[src/hw/rtl/life_automaton_row_step_macros.svh]
// Assertion helpers shared by the RTL files.
`ifndef LIFE_AUTOMATON_ROW_STEP_MACROS_SVH
`define LIFE_AUTOMATON_ROW_STEP_MACROS_SVH

// Same-cycle implication, disabled during reset.
`define LARS_ASSERT_NOW(label, clk, rst_n, ante, cons, msg) \
	label: assert property (@(posedge clk) disable iff (!rst_n) (ante) |-> (cons)) \
		else $error(msg);

// Next-cycle implication, disabled during reset.
`define LARS_ASSERT_NEXT(label, clk, rst_n, ante, cons, msg) \
	label: assert property (@(posedge clk) disable iff (!rst_n) (ante) |=> (cons)) \
		else $error(msg);

`endif

[src/hw/rtl/lars_pkg.sv]
`timescale 1ns / 1ps
`default_nettype none

package lars_pkg;

	localparam int GRID_WIDTH = 64;
	localparam int ROW_BITS   = 64;
	localparam int WIDTH_BITS = 7;
	localparam int INDEX_BITS = 16;

	localparam logic [WIDTH_BITS-1:0] RESET_WIDTH = WIDTH_BITS'(64);

	localparam logic [3:0] BIRTH_COUNT = 4'd3;
	localparam logic [3:0] KEEP_COUNT  = 4'd2;

	// Bits a cell hands to each neighbor every cycle.
	typedef struct packed {
		logic above;
		logic held;
		logic cur;
	} nbr_t;

	typedef struct packed {
		logic [ROW_BITS-1:0]   next_cells;
		logic [INDEX_BITS-1:0] row_index;
		logic                  frame_end;
		logic                  stable;
	} res_t;

	// B3/S23 rule on the eight neighbor bits.
	function automatic logic life_rule(input logic [7:0] nb, input logic mid);
		logic [3:0] n;
		n = '0;
		for (int i = 0; i < 8; i++) begin
			n = n + 4'(nb[i]);
		end
		return (n == BIRTH_COUNT) || ((n == KEEP_COUNT) && mid);
	endfunction

endpackage

`default_nettype wire

[src/hw/rtl/lars_cell.sv]
`timescale 1ns / 1ps
`default_nettype none

// One column: holds the pending row bit and the bit above it.
module lars_cell (
	input  wire logic          clk,
	input  wire logic          arst_n,
	input  wire logic          load,
	input  wire logic          last,
	input  wire logic          active,
	input  wire logic          cell_in,
	input  wire lars_pkg::nbr_t left,
	input  wire lars_pkg::nbr_t right,
	output lars_pkg::nbr_t     side,
	output logic               nxt_a,
	output logic               nxt_b,
	output logic               chg_a,
	output logic               chg_b
);

	logic above_q;
	logic held_q;
	logic cur_m;

	assign cur_m = cell_in & active;

	assign side.above = above_q;
	assign side.held  = held_q;
	assign side.cur   = cur_m;

	// held row with above and incoming rows as neighbors
	assign nxt_a = active & lars_pkg::life_rule({left.above, above_q, right.above,
		left.held, right.held, left.cur, cur_m, right.cur}, held_q);
	// incoming bottom row, dead row below
	assign nxt_b = active & lars_pkg::life_rule({left.held, held_q, right.held,
		left.cur, right.cur, 3'b000}, cur_m);

	assign chg_a = nxt_a ^ held_q;
	assign chg_b = nxt_b ^ cur_m;

	always_ff @(posedge clk or negedge arst_n) begin
		if (!arst_n) begin
			above_q <= 1'b0;
			held_q  <= 1'b0;
		end else if (load) begin
			if (last) begin
				above_q <= 1'b0;
				held_q  <= 1'b0;
			end else begin
				above_q <= held_q;
				held_q  <= cur_m;
			end
		end
	end

endmodule

`default_nettype wire

[src/hw/rtl/lars_out_fifo.sv]
`timescale 1ns / 1ps
`default_nettype none

`include "life_automaton_row_step_macros.svh"

// Three-entry result queue; takes up to two results per cycle.
module lars_out_fifo (
	input  wire logic          clk,
	input  wire logic          arst_n,
	input  wire logic [1:0]    push_n,
	input  wire lars_pkg::res_t push0,
	input  wire lars_pkg::res_t push1,
	input  wire logic          pop,
	output lars_pkg::res_t     head,
	output logic               head_valid,
	output logic               almost_full
);

	lars_pkg::res_t mem_q [3];
	logic [1:0] wr_ptr_q;
	logic [1:0] rd_ptr_q;
	logic [1:0] wr_ptr_p1;
	logic [1:0] wr_ptr_p2;
	logic [2:0] count_q;

	function automatic logic [1:0] ptr_inc(input logic [1:0] p);
		return (p == 2'd2) ? 2'd0 : p + 2'd1;
	endfunction

	assign wr_ptr_p1   = ptr_inc(wr_ptr_q);
	assign wr_ptr_p2   = ptr_inc(wr_ptr_p1);
	assign head        = mem_q[rd_ptr_q];
	assign head_valid  = (count_q != 3'd0);
	assign almost_full = (count_q > 3'd1);

	always_ff @(posedge clk) begin
		if (push_n != 2'd0) begin
			mem_q[wr_ptr_q] <= push0;
		end
		if (push_n == 2'd2) begin
			mem_q[wr_ptr_p1] <= push1;
		end
	end

	always_ff @(posedge clk or negedge arst_n) begin
		if (!arst_n) begin
			wr_ptr_q <= 2'd0;
			rd_ptr_q <= 2'd0;
			count_q  <= 3'd0;
		end else begin
			case (push_n)
				2'd1:    wr_ptr_q <= wr_ptr_p1;
				2'd2:    wr_ptr_q <= wr_ptr_p2;
				default: wr_ptr_q <= wr_ptr_q;
			endcase
			if (pop) begin
				rd_ptr_q <= ptr_inc(rd_ptr_q);
			end
			count_q <= count_q + 3'(push_n) - 3'(pop);
		end
	end

	`LARS_ASSERT_NOW(a_no_overflow, clk, arst_n, push_n != 2'd0, count_q <= 3'd1, "push into a nearly full queue")
	`LARS_ASSERT_NOW(a_empty_ptrs, clk, arst_n, count_q == 3'd0, rd_ptr_q == wr_ptr_q, "empty queue with pointers apart")
	`LARS_ASSERT_NOW(a_pop_nonempty, clk, arst_n, pop, count_q != 3'd0, "pop from an empty queue")

endmodule

`default_nettype wire

[src/hw/rtl/life_automaton_row_step.sv]
`timescale 1ns / 1ps
`default_nettype none

// Row-streaming Game of Life (B3/S23) next-generation engine.
// Input channel (in_valid / in_stall): one grid row per item, top to bottom;
//   last_row marks the bottom row. Output channel (out_valid / out_stall):
//   next generation of one row per item with its row_index; the bottom row's
//   item has frame_end set and stable = 1 when nothing in the frame changed.
// A row's result is produced when the row below it is accepted; the bottom
//   row yields the pending row's item, if any, then its own. Results are
//   written into the result queue at the accepting edge.
// Throughput: one row per cycle while in_stall is low; a frame of N rows
//   yields N results, popped one at a time from the queue's single port.
// Config (cfg_valid / cfg_ready, always ready): row_width, columns at or
//   above it are dead. Takes effect on rows accepted afterwards.
// Reset: row_width = 64, no pending row, result queue empty.
// Output stall: up to three results wait in the queue; the input stalls once
//   two are waiting.
module life_automaton_row_step (
	input  wire logic        clk,
	input  wire logic        arst_n,
	input  wire logic        cfg_valid,
	output logic             cfg_ready,
	input  wire logic [6:0]  row_width,
	input  wire logic        in_valid,
	output logic             in_stall,
	input  wire logic [63:0] row_cells,
	input  wire logic        last_row,
	output logic             out_valid,
	input  wire logic        out_stall,
	output logic [63:0]      next_cells,
	output logic [15:0]      row_index,
	output logic             frame_end,
	output logic             stable
);

	logic [lars_pkg::WIDTH_BITS-1:0] row_width_q;
	logic [lars_pkg::INDEX_BITS-1:0] rows_q;
	logic                            held_valid_q;
	logic                            any_changed_q;

	logic                            accept;
	logic [lars_pkg::GRID_WIDTH-1:0] active;
	logic [lars_pkg::GRID_WIDTH-1:0] nxt_a;
	logic [lars_pkg::GRID_WIDTH-1:0] nxt_b;
	logic [lars_pkg::GRID_WIDTH-1:0] chg_a;
	logic [lars_pkg::GRID_WIDTH-1:0] chg_b;
	lars_pkg::nbr_t                  side [lars_pkg::GRID_WIDTH];
	logic                            changed_a;
	logic                            changed_b;

	lars_pkg::res_t res_a;
	lars_pkg::res_t res_b;
	lars_pkg::res_t push0;
	lars_pkg::res_t head;
	logic [1:0]     push_n;
	logic           almost_full;

	assign cfg_ready = 1'b1;
	assign accept    = in_valid & ~in_stall;
	assign in_stall  = almost_full;

	// Row of column cells; each trades above/held/current bits with neighbors.
	for (genvar c = 0; c < lars_pkg::GRID_WIDTH; c++) begin : g_col
		lars_pkg::nbr_t left_in;
		lars_pkg::nbr_t right_in;

		assign active[c] = (row_width_q > lars_pkg::WIDTH_BITS'(c));

		if (c == 0) begin : g_left_edge
			assign left_in = '0;
		end else begin : g_left
			assign left_in = side[c-1];
		end
		if (c == lars_pkg::GRID_WIDTH - 1) begin : g_right_edge
			assign right_in = '0;
		end else begin : g_right
			assign right_in = side[c+1];
		end

		lars_cell u_cell (
			.clk     (clk),
			.arst_n  (arst_n),
			.load    (accept),
			.last    (last_row),
			.active  (active[c]),
			.cell_in (row_cells[c]),
			.left    (left_in),
			.right   (right_in),
			.side    (side[c]),
			.nxt_a   (nxt_a[c]),
			.nxt_b   (nxt_b[c]),
			.chg_a   (chg_a[c]),
			.chg_b   (chg_b[c])
		);
	end

	assign changed_a = held_valid_q & (|chg_a);
	assign changed_b = |chg_b;

	// pending row's result
	assign res_a.next_cells = lars_pkg::ROW_BITS'(nxt_a);
	assign res_a.row_index  = rows_q - lars_pkg::INDEX_BITS'(1);
	assign res_a.frame_end  = 1'b0;
	assign res_a.stable     = 1'b0;

	// bottom row's result
	assign res_b.next_cells = lars_pkg::ROW_BITS'(nxt_b);
	assign res_b.row_index  = rows_q;
	assign res_b.frame_end  = 1'b1;
	assign res_b.stable     = ~(any_changed_q | changed_a | changed_b);

	assign push0  = held_valid_q ? res_a : res_b;
	assign push_n = accept ? (2'(held_valid_q) + 2'(last_row)) : 2'd0;

	lars_out_fifo u_out_fifo (
		.clk         (clk),
		.arst_n      (arst_n),
		.push_n      (push_n),
		.push0       (push0),
		.push1       (res_b),
		.pop         (out_valid & ~out_stall),
		.head        (head),
		.head_valid  (out_valid),
		.almost_full (almost_full)
	);

	assign next_cells = head.next_cells;
	assign row_index  = head.row_index;
	assign frame_end  = head.frame_end;
	assign stable     = head.stable;

	always_ff @(posedge clk or negedge arst_n) begin
		if (!arst_n) begin
			row_width_q <= lars_pkg::RESET_WIDTH;
		end else if (cfg_valid) begin
			row_width_q <= row_width;
		end
	end

	// frame bookkeeping
	always_ff @(posedge clk or negedge arst_n) begin
		if (!arst_n) begin
			rows_q        <= '0;
			held_valid_q  <= 1'b0;
			any_changed_q <= 1'b0;
		end else if (accept) begin
			if (last_row) begin
				rows_q        <= '0;
				held_valid_q  <= 1'b0;
				any_changed_q <= 1'b0;
			end else begin
				rows_q        <= rows_q + lars_pkg::INDEX_BITS'(1);
				held_valid_q  <= 1'b1;
				any_changed_q <= any_changed_q | changed_a;
			end
		end
	end

	`LARS_ASSERT_NEXT(a_last_clears, clk, arst_n, accept && last_row, !held_valid_q && rows_q == '0, "frame state not cleared after bottom row")
	`LARS_ASSERT_NEXT(a_row_pending, clk, arst_n, accept && !last_row, held_valid_q, "row accepted but not pending")
	`LARS_ASSERT_NOW(a_idle_count, clk, arst_n, !held_valid_q, rows_q == '0 && !any_changed_q, "row count or change flag set with no pending row")

endmodule

`default_nettype wire
[config.mk]
export PLATFORM = sky130hd
export DESIGN_NAME = life_automaton_row_step
export DESIGN_NICKNAME = d
export VERILOG_FILES = /design/src/hw/rtl/lars_pkg.sv /design/src/hw/rtl/lars_cell.sv /design/src/hw/rtl/lars_out_fifo.sv /design/src/hw/rtl/life_automaton_row_step.sv
export VERILOG_INCLUDE_DIRS = /design/src /design/src/hw/rtl
export SDC_FILE = /design/constraint.sdc
export NUM_CORES = 2
export LEC_CHECK = 0
export ABC_CLOCK_PERIOD_IN_PS = 18750
export BUFFER_PORTS_ARGS = -buffer_cell sky130_fd_sc_hd__buf_2
export CAP_MARGIN = 25
export CORE_MARGIN = 2
export CORE_UTILIZATION = 25
export CTS_CLUSTER_DIAMETER = 30
export DETAILED_ROUTE_END_ITERATION = 8
export GPL_ROUTABILITY_DRIVEN = 0
export PLACE_DENSITY_LB_ADDON = 0.3
export SLEW_MARGIN = 40
export SYNTH_ARGS = -nofsm -noshare
export SYNTH_HDL_FRONTEND = slang
export SYNTH_SLANG_ARGS = --single-unit
[constraint.sdc]
create_clock -name clk -period 18.75 [get_ports clk]
set_input_delay 0.9375 -clock clk [delete_from_list [all_inputs] [get_ports clk]]
set_output_delay 0.9375 -clock clk [all_outputs]
set_load 0.05 [all_outputs]
Word level (Yosys, flattened, before mapping)
Memory sizes are Yosys's and may differ from the RTL's.
Cells that the tools add are included.
{"block": "word_totals", "regBits": 160, "ram_bits": 246, "in_bits": 77, "out_inout_bits": 85, "wordCells": 1893, "memories": 1}
{"memory": "u_out_fifo.mem_q", "depth": 3, "width": 82, "read_ports": 1, "rd_ports_with_merged_regs": 0, "write_ports": 2, "line": "lars_out_fifo.sv:19", "rtl": "lars_pkg::res_t mem_q [3];"}
{"block": "op_classes", "add_sub_neg": 701, "n_lt_le_gt_ge": 65, "n_eq_ne": 261, "muxes": 141, "bitwise": 328, "reduce_logical": 261}
{"operator": "4-bit by 1-bit adder with 4-bit output", "n": 566}
{"operator": "4-bit by 2-bit equality test with 1-bit output, second input constant", "n": 256}
{"operator": "1-bit by 1-bit adder with 2-bit output", "n": 128}
{"operator": "7-bit by 6-bit greater-than comparator with 1-bit output, second input constant", "n": 32}
{"operator": "1-bit AND", "n": 195}
{"operator": "1-bit two-way mux", "n": 134}
{"operator": "1-bit logical AND", "n": 128}
{"operator": "1-bit logical OR", "n": 128}
{"operator": "64-bit OR reduction", "n": 2}
{"operator": "1-bit XOR", "n": 128}
{"operator": "7-bit by 5-bit greater-than comparator with 1-bit output, second input constant", "n": 16}
{"operator": "82-bit two-way mux", "n": 1}
{"operator": "7-bit by 4-bit greater-than comparator with 1-bit output, second input constant", "n": 8}
{"operator": "7-bit by 3-bit greater-than comparator with 1-bit output, second input constant", "n": 4}
{"operator": "16-bit by 1-bit adder with 16-bit output, second input constant", "n": 1}
{"operator": "16-bit two-way mux", "n": 1}
{"operator": "16-bit by 1-bit subtractor with 16-bit output, second input constant", "n": 1}
{"operator": "7-bit by 1-bit greater-than comparator with 1-bit output, second input constant", "n": 2}
{"operator": "7-bit by 2-bit greater-than comparator with 1-bit output, second input constant", "n": 2}
{"operator": "2-bit equality test, second input constant", "n": 4}
{"operator": "2-bit two-way mux", "n": 4}
{"operator": "2-bit by 1-bit adder with 2-bit output, second input constant", "n": 3}
{"operator": "2-bit case mux with 2 select lines", "n": 1}
{"operator": "2-bit nonzero test", "n": 2}
{"operator": "7 further kinds", "n": 10}

Logic depth before layout (Yosys ltp)
{"block": "logic_depth", "ltp_word": 20, "ltp_mapped": 25}

Modules after synthesis
A second synthesis with hierarchy kept.
{"block": "unflattened", "cells_unflattened": 4241, "hier_area_um2": 42391.9}
{"module": "lars_cell (g_col[0].u_cell ...)", "n_inst": 43, "cells_each": 46, "area_each_um2": 401.6}
{"module": "lars_out_fifo", "n_inst": 1, "cells_each": 837, "area_each_um2": 13246.5}
{"module": "lars_cell (g_col[22].u_cell ...)", "n_inst": 21, "cells_each": 47, "area_each_um2": 410.4}
{"module": "life_automaton_row_step", "n_inst": 1, "cells_each": 439, "area_each_um2": 3256.9}

Worst setup path after synthesis
Ideal clock, no wire load.
{"block": "synth_timing", "path_kind": "register -> register", "start": "register row_width_q[6] in the netlist's numbering", "end": "memory u_out_fifo.mem_q[1][0] in the netlist's numbering (data pin)", "setup_ps": 168, "arrival_ps": 6243, "t_required_ps": 18582, "path_slack_ps": 12339, "path_stages_with_launch": 25, "path_buffers": 5, "synth_period_minus_slack_ps": 6411, "path_cell_list": "dfstp_2 -> buf_2 -> buf_2 -> buf_2 -> buf_2 -> buf_2 -> and2_1 -> a31oi_1 -> inv_1 -> ha_1 -> inv_1 -> fa_1 -> fa_1 -> inv_1 -> fa_1 -> inv_1 -> fa_1 -> nor4b_1 -> a21oi_1 -> o21ai_0 -> o2111ai_1 -> or4_1 -> or4_1 -> or4_4 -> a211oi_1"}
{"element": "start, declared", "line": "life_automaton_row_step.sv:37", "rtl": "logic [lars_pkg::WIDTH_BITS-1:0] row_width_q;"}
{"element": "start signal, assigned", "line": "life_automaton_row_step.sv:135", "rtl": "row_width_q <= lars_pkg::RESET_WIDTH;"}
{"element": "start signal, assigned", "line": "life_automaton_row_step.sv:137", "rtl": "row_width_q <= row_width;"}
{"element": "end, declared", "line": "lars_out_fifo.sv:19"}

==> results.md <==
- Status: completed
- DR iter-0 viols: between 3000 and 4000
- Crit path DAT: 8.27 ns
- Hold_buf cts: 0
- Hold Vio Cnt, Final: 0
- Final period utilization: 0.412
- DRC errors left: 0
- Worst-Margin Slew: around 1 ns
- Rows: 145
- GRT overflow: 0
- CP Capture Type: flop
- Pin count of the biggest net entering global routing: 74
- Syn Nets: 4945
- Layout cells sized above 1: 0.114
- WL final: between 150 and 200 mm
- Die H: 400 microns
- Syn Area/Cell: 9.34 sq um
- Multi-input logic area: ~25000 sq um
- Clock buffer depth: 3
- Die W: roughly 400 microns
- HPWL Detailed: around 130 mm
- Smallest hold slack: about 0.15 ns
- Max-cap violation count: 0
- Synth warnings: 0
- Total GRT Usage: 0.202
- Initial Utilization: 0.252
- Flop2flop setup slack: around 11 ns
- DRT Pass-1 Iters: 7
- Post-CTS Resized: 0
- Clock Latency Late Sink: ~0.76 ns
- Fmax: 0.130 GHz
- Io pins: between 150 and 200
- Crit start category: flop
- Crit path launch: row_width_q[3]$_DFFE_PN0P_
- Synth Flop Type: edfxtp_1
- Cts bufs inserted: between 100 and 150
- CTS sink count: just over 400
- Initial antenna violation count: between 40 and 50
- Most area-consuming cells after synthesis: edfxtp_1, fa_1, dfrtp_1
- Register area: roughly 11000 sq um
- Root Buffer: clkbuf_16
- EDFF count, synth: ~240
- Worst flop-to-flop path startpoint: row_width_q[3]$_DFFE_PN0P_
- Count of unique library cells instantiated by Yosys: just under 90
- PD cells: around 220 nW/um^2
- First-pass GRT wire length: 238 mm
- Pre-CTS worst setup slack: between 10 and 15 ns
- FF+latch count, synth: about 410
- Clock Pin Slew Worst Setup and Hold Paths: approximately 0.050 ns
- Final worst path period need: roughly 7.7 ns
- HP Class: in -> async
- R2R cell count: 18
- Setup TNS: 0 ns
- Async S/R FF share, synth: 0.394
- Cell taking the most area after synthesis: edfxtp_1
- Vias in the first global route: around 33000
- VDD IR max: about 0.12 mV
- Area Overhead vs Synth: 20.2%
- Sequential area share after synthesis: 0.289
- Max FO, Critical Path: 38
- Final setup vio count: 0
- Syn Inst Count: between 4000 and 5000
- Slew Viols, Final: 0
- Synthesized area: ~40000 sq um
- Vias/cell: roughly 5.2
- Via count: 33940
- Top-count cell post-synth: inv_1
- Remaining antenna violation count: 0
- Post-synth top cells: inv_1, fa_1, ha_1, nand2_1, nor2_1
- Filler cell count: roughly 16000
- Port buffer count: 160
- Setup Fix Bufs, Post-CTS: 0
- RSZ-0062 raised after global routing: no
- H-tree level count: 4
- Pleak: about 20 nW
- Core area: between 150000 and 200000 sq um
- Top-area cell type share of the netlist area: 0.186
- DIE AREA: approximately 160000 sq um
- Setup Skew: 0.0532 ns
- TritonCTS clock tree: built
- Crit Reg-Reg Endpoint: u_out_fifo.mem_q[2][0]$_DFFE_PP_
- Max_slew headroom: 0.336
- Nets: between 5000 and 6000
- Critical setup path kind: reg -> reg
- Avg WL per Cell: 25.1 microns
- Req. time, crit path: around 19 ns
- PnR worst setup slack: between 10 and 15 ns
[metrics by stage]
stage | instances | utilization | power [mW] | area (sq um)
floorplan | 4206 | - | 5.41 | 39300
detailed placement | 6295 | 0.273 | 7.75 | 42600
global route | 6541 | 0.302 | 10.8 | 47200
finish | 6546 | 0.302 | 10.2 | 47200
global placement | 6291 | 0.272 | 7.61 | 42500
CTS | 6538 | 0.302 | 10.0 | 47100
[state kept, by name, summed over array words and instances (netlist names), 2 cells and up]
name / cells
u_out_fifo.mem_q: 246
g_col.u_cell.above_q: 64
g_col.u_cell.held_q: 64
rows_q: 16
row_width_q: 7
u_out_fifo.count_q: 3
u_out_fifo.rd_ptr_q: 2
u_out_fifo.wr_ptr_q: 2
[how the worst max path moves through the flow]
stage                                                  end  slack [ns]  cells past startpoint
after detailed placement  u_out_fifo.mem_q[2][0]$_DFFE_PP_       11.22                     18
final                     u_out_fifo.mem_q[2][0]$_DFFE_PP_       11.03                     18
after global placement    u_out_fifo.mem_q[2][0]$_DFFE_PP_       11.07                     18
after global routing      u_out_fifo.mem_q[2][0]$_DFFE_PP_       10.91                     18
after floorplan           u_out_fifo.mem_q[1][0]$_DFFE_PP_       12.34                     24
after CTS                 u_out_fifo.mem_q[2][0]$_DFFE_PP_       11.19                     18
[layout make-up]
class | count | share of cell area
antenna | 7 | 0.000371
clock buffer | 177 | 0.0767
clock inverter | 66 | 0.0191
inverter | 656 | 0.0522
multi-input combinational | 2944 | 0.526
sequential | 406 | 0.241
tap | 2058 | 0.0546
timing repair buffer | 232 | 0.0295
[per-layer routing]
metal  global-route usage  share of wire  up-vias
li1                     -              -    15066
met1                0.262           0.41    16736
met2                0.302           0.43     1657
met3               0.0644           0.10      445
met4                0.101          0.055       36
met5                    0         0.0014        -
[cell usage in the layout, fill, tap and decap left out, drive strengths merged, types with 30 or more instances in the layout]
| master | synthesis | final |
|---|---|---|
| a22o | 44 | 44 |
| nand2 | 315 | 315 |
| ha | 315 | 315 |
| a21oi | 127 | 127 |
| inv | 655 | 665 |
| nand3 | 30 | 30 |
| nor2 | 288 | 288 |
| a211oi | 34 | 34 |
| edfxtp | 243 | 243 |
| nor4 | 32 | 32 |
| or3 | 45 | 45 |
| clkbuf | 164 | 178 |
| buf | 36 | 231 |
| nor2b | 87 | 87 |
| fa | 347 | 347 |
| o22ai | 226 | 226 |
| a31oi | 49 | 49 |
| o21ai | 238 | 238 |
| nand2b | 72 | 72 |
| mux2i | 107 | 107 |
| dfrtp | 159 | 159 |
| xnor2 | 75 | 75 |
| nor3 | 55 | 55 |
| clkinv | 1 | 35 |
| o31ai | 115 | 115 |
[report_power, final]
| group | leakage, nW | total [mW] | switching, mW | internal [mW] |
|---|---|---|---|---|
| clock | 2.17 | 2.23 | 0.714 | 1.52 |
| sequential | 4.41 | 1.49 | 0.317 | 1.17 |
| combinational | 13.9 | 6.43 | 4.32 | 2.12 |
[worst max-delay path, stage by stage (launching register included)]
cell       delay (ns)
dfrtp_1          0.39
buf_4            0.30
or4_1            0.93
o21ai_1          0.75
inv_1            0.25
ha_1             0.37
fa_1             0.48
inv_1            0.05
fa_1             0.48
inv_1            0.05
fa_1             0.38
inv_1            0.08
fa_1             0.42
nor3_1           0.67
o2111ai_1        0.17
or4_1            0.52
or4_1            0.48
or4_4            0.47
a211oi_1         0.28
[cell families (layout without fill, tap and decap cells)]
group / Yosys count / in the layout / share of synthesized area
AO/OA/AOI/OAI: 999 / 999 / 0.164
XOR/XNOR: 85 / 85 / 0.0190
buffers and inverters: 856 / 1131 / 0.0828
multiplexers: 116 / 116 / 0.0299
other: 1 / 8 / 0.0000955
adder cells (fa/ha/maj): 662 / 662 / 0.277
flip-flops: 406 / 406 / 0.289
AND/OR/NAND/NOR: 1081 / 1081 / 0.138
Power figures use the tool's default switching activity.
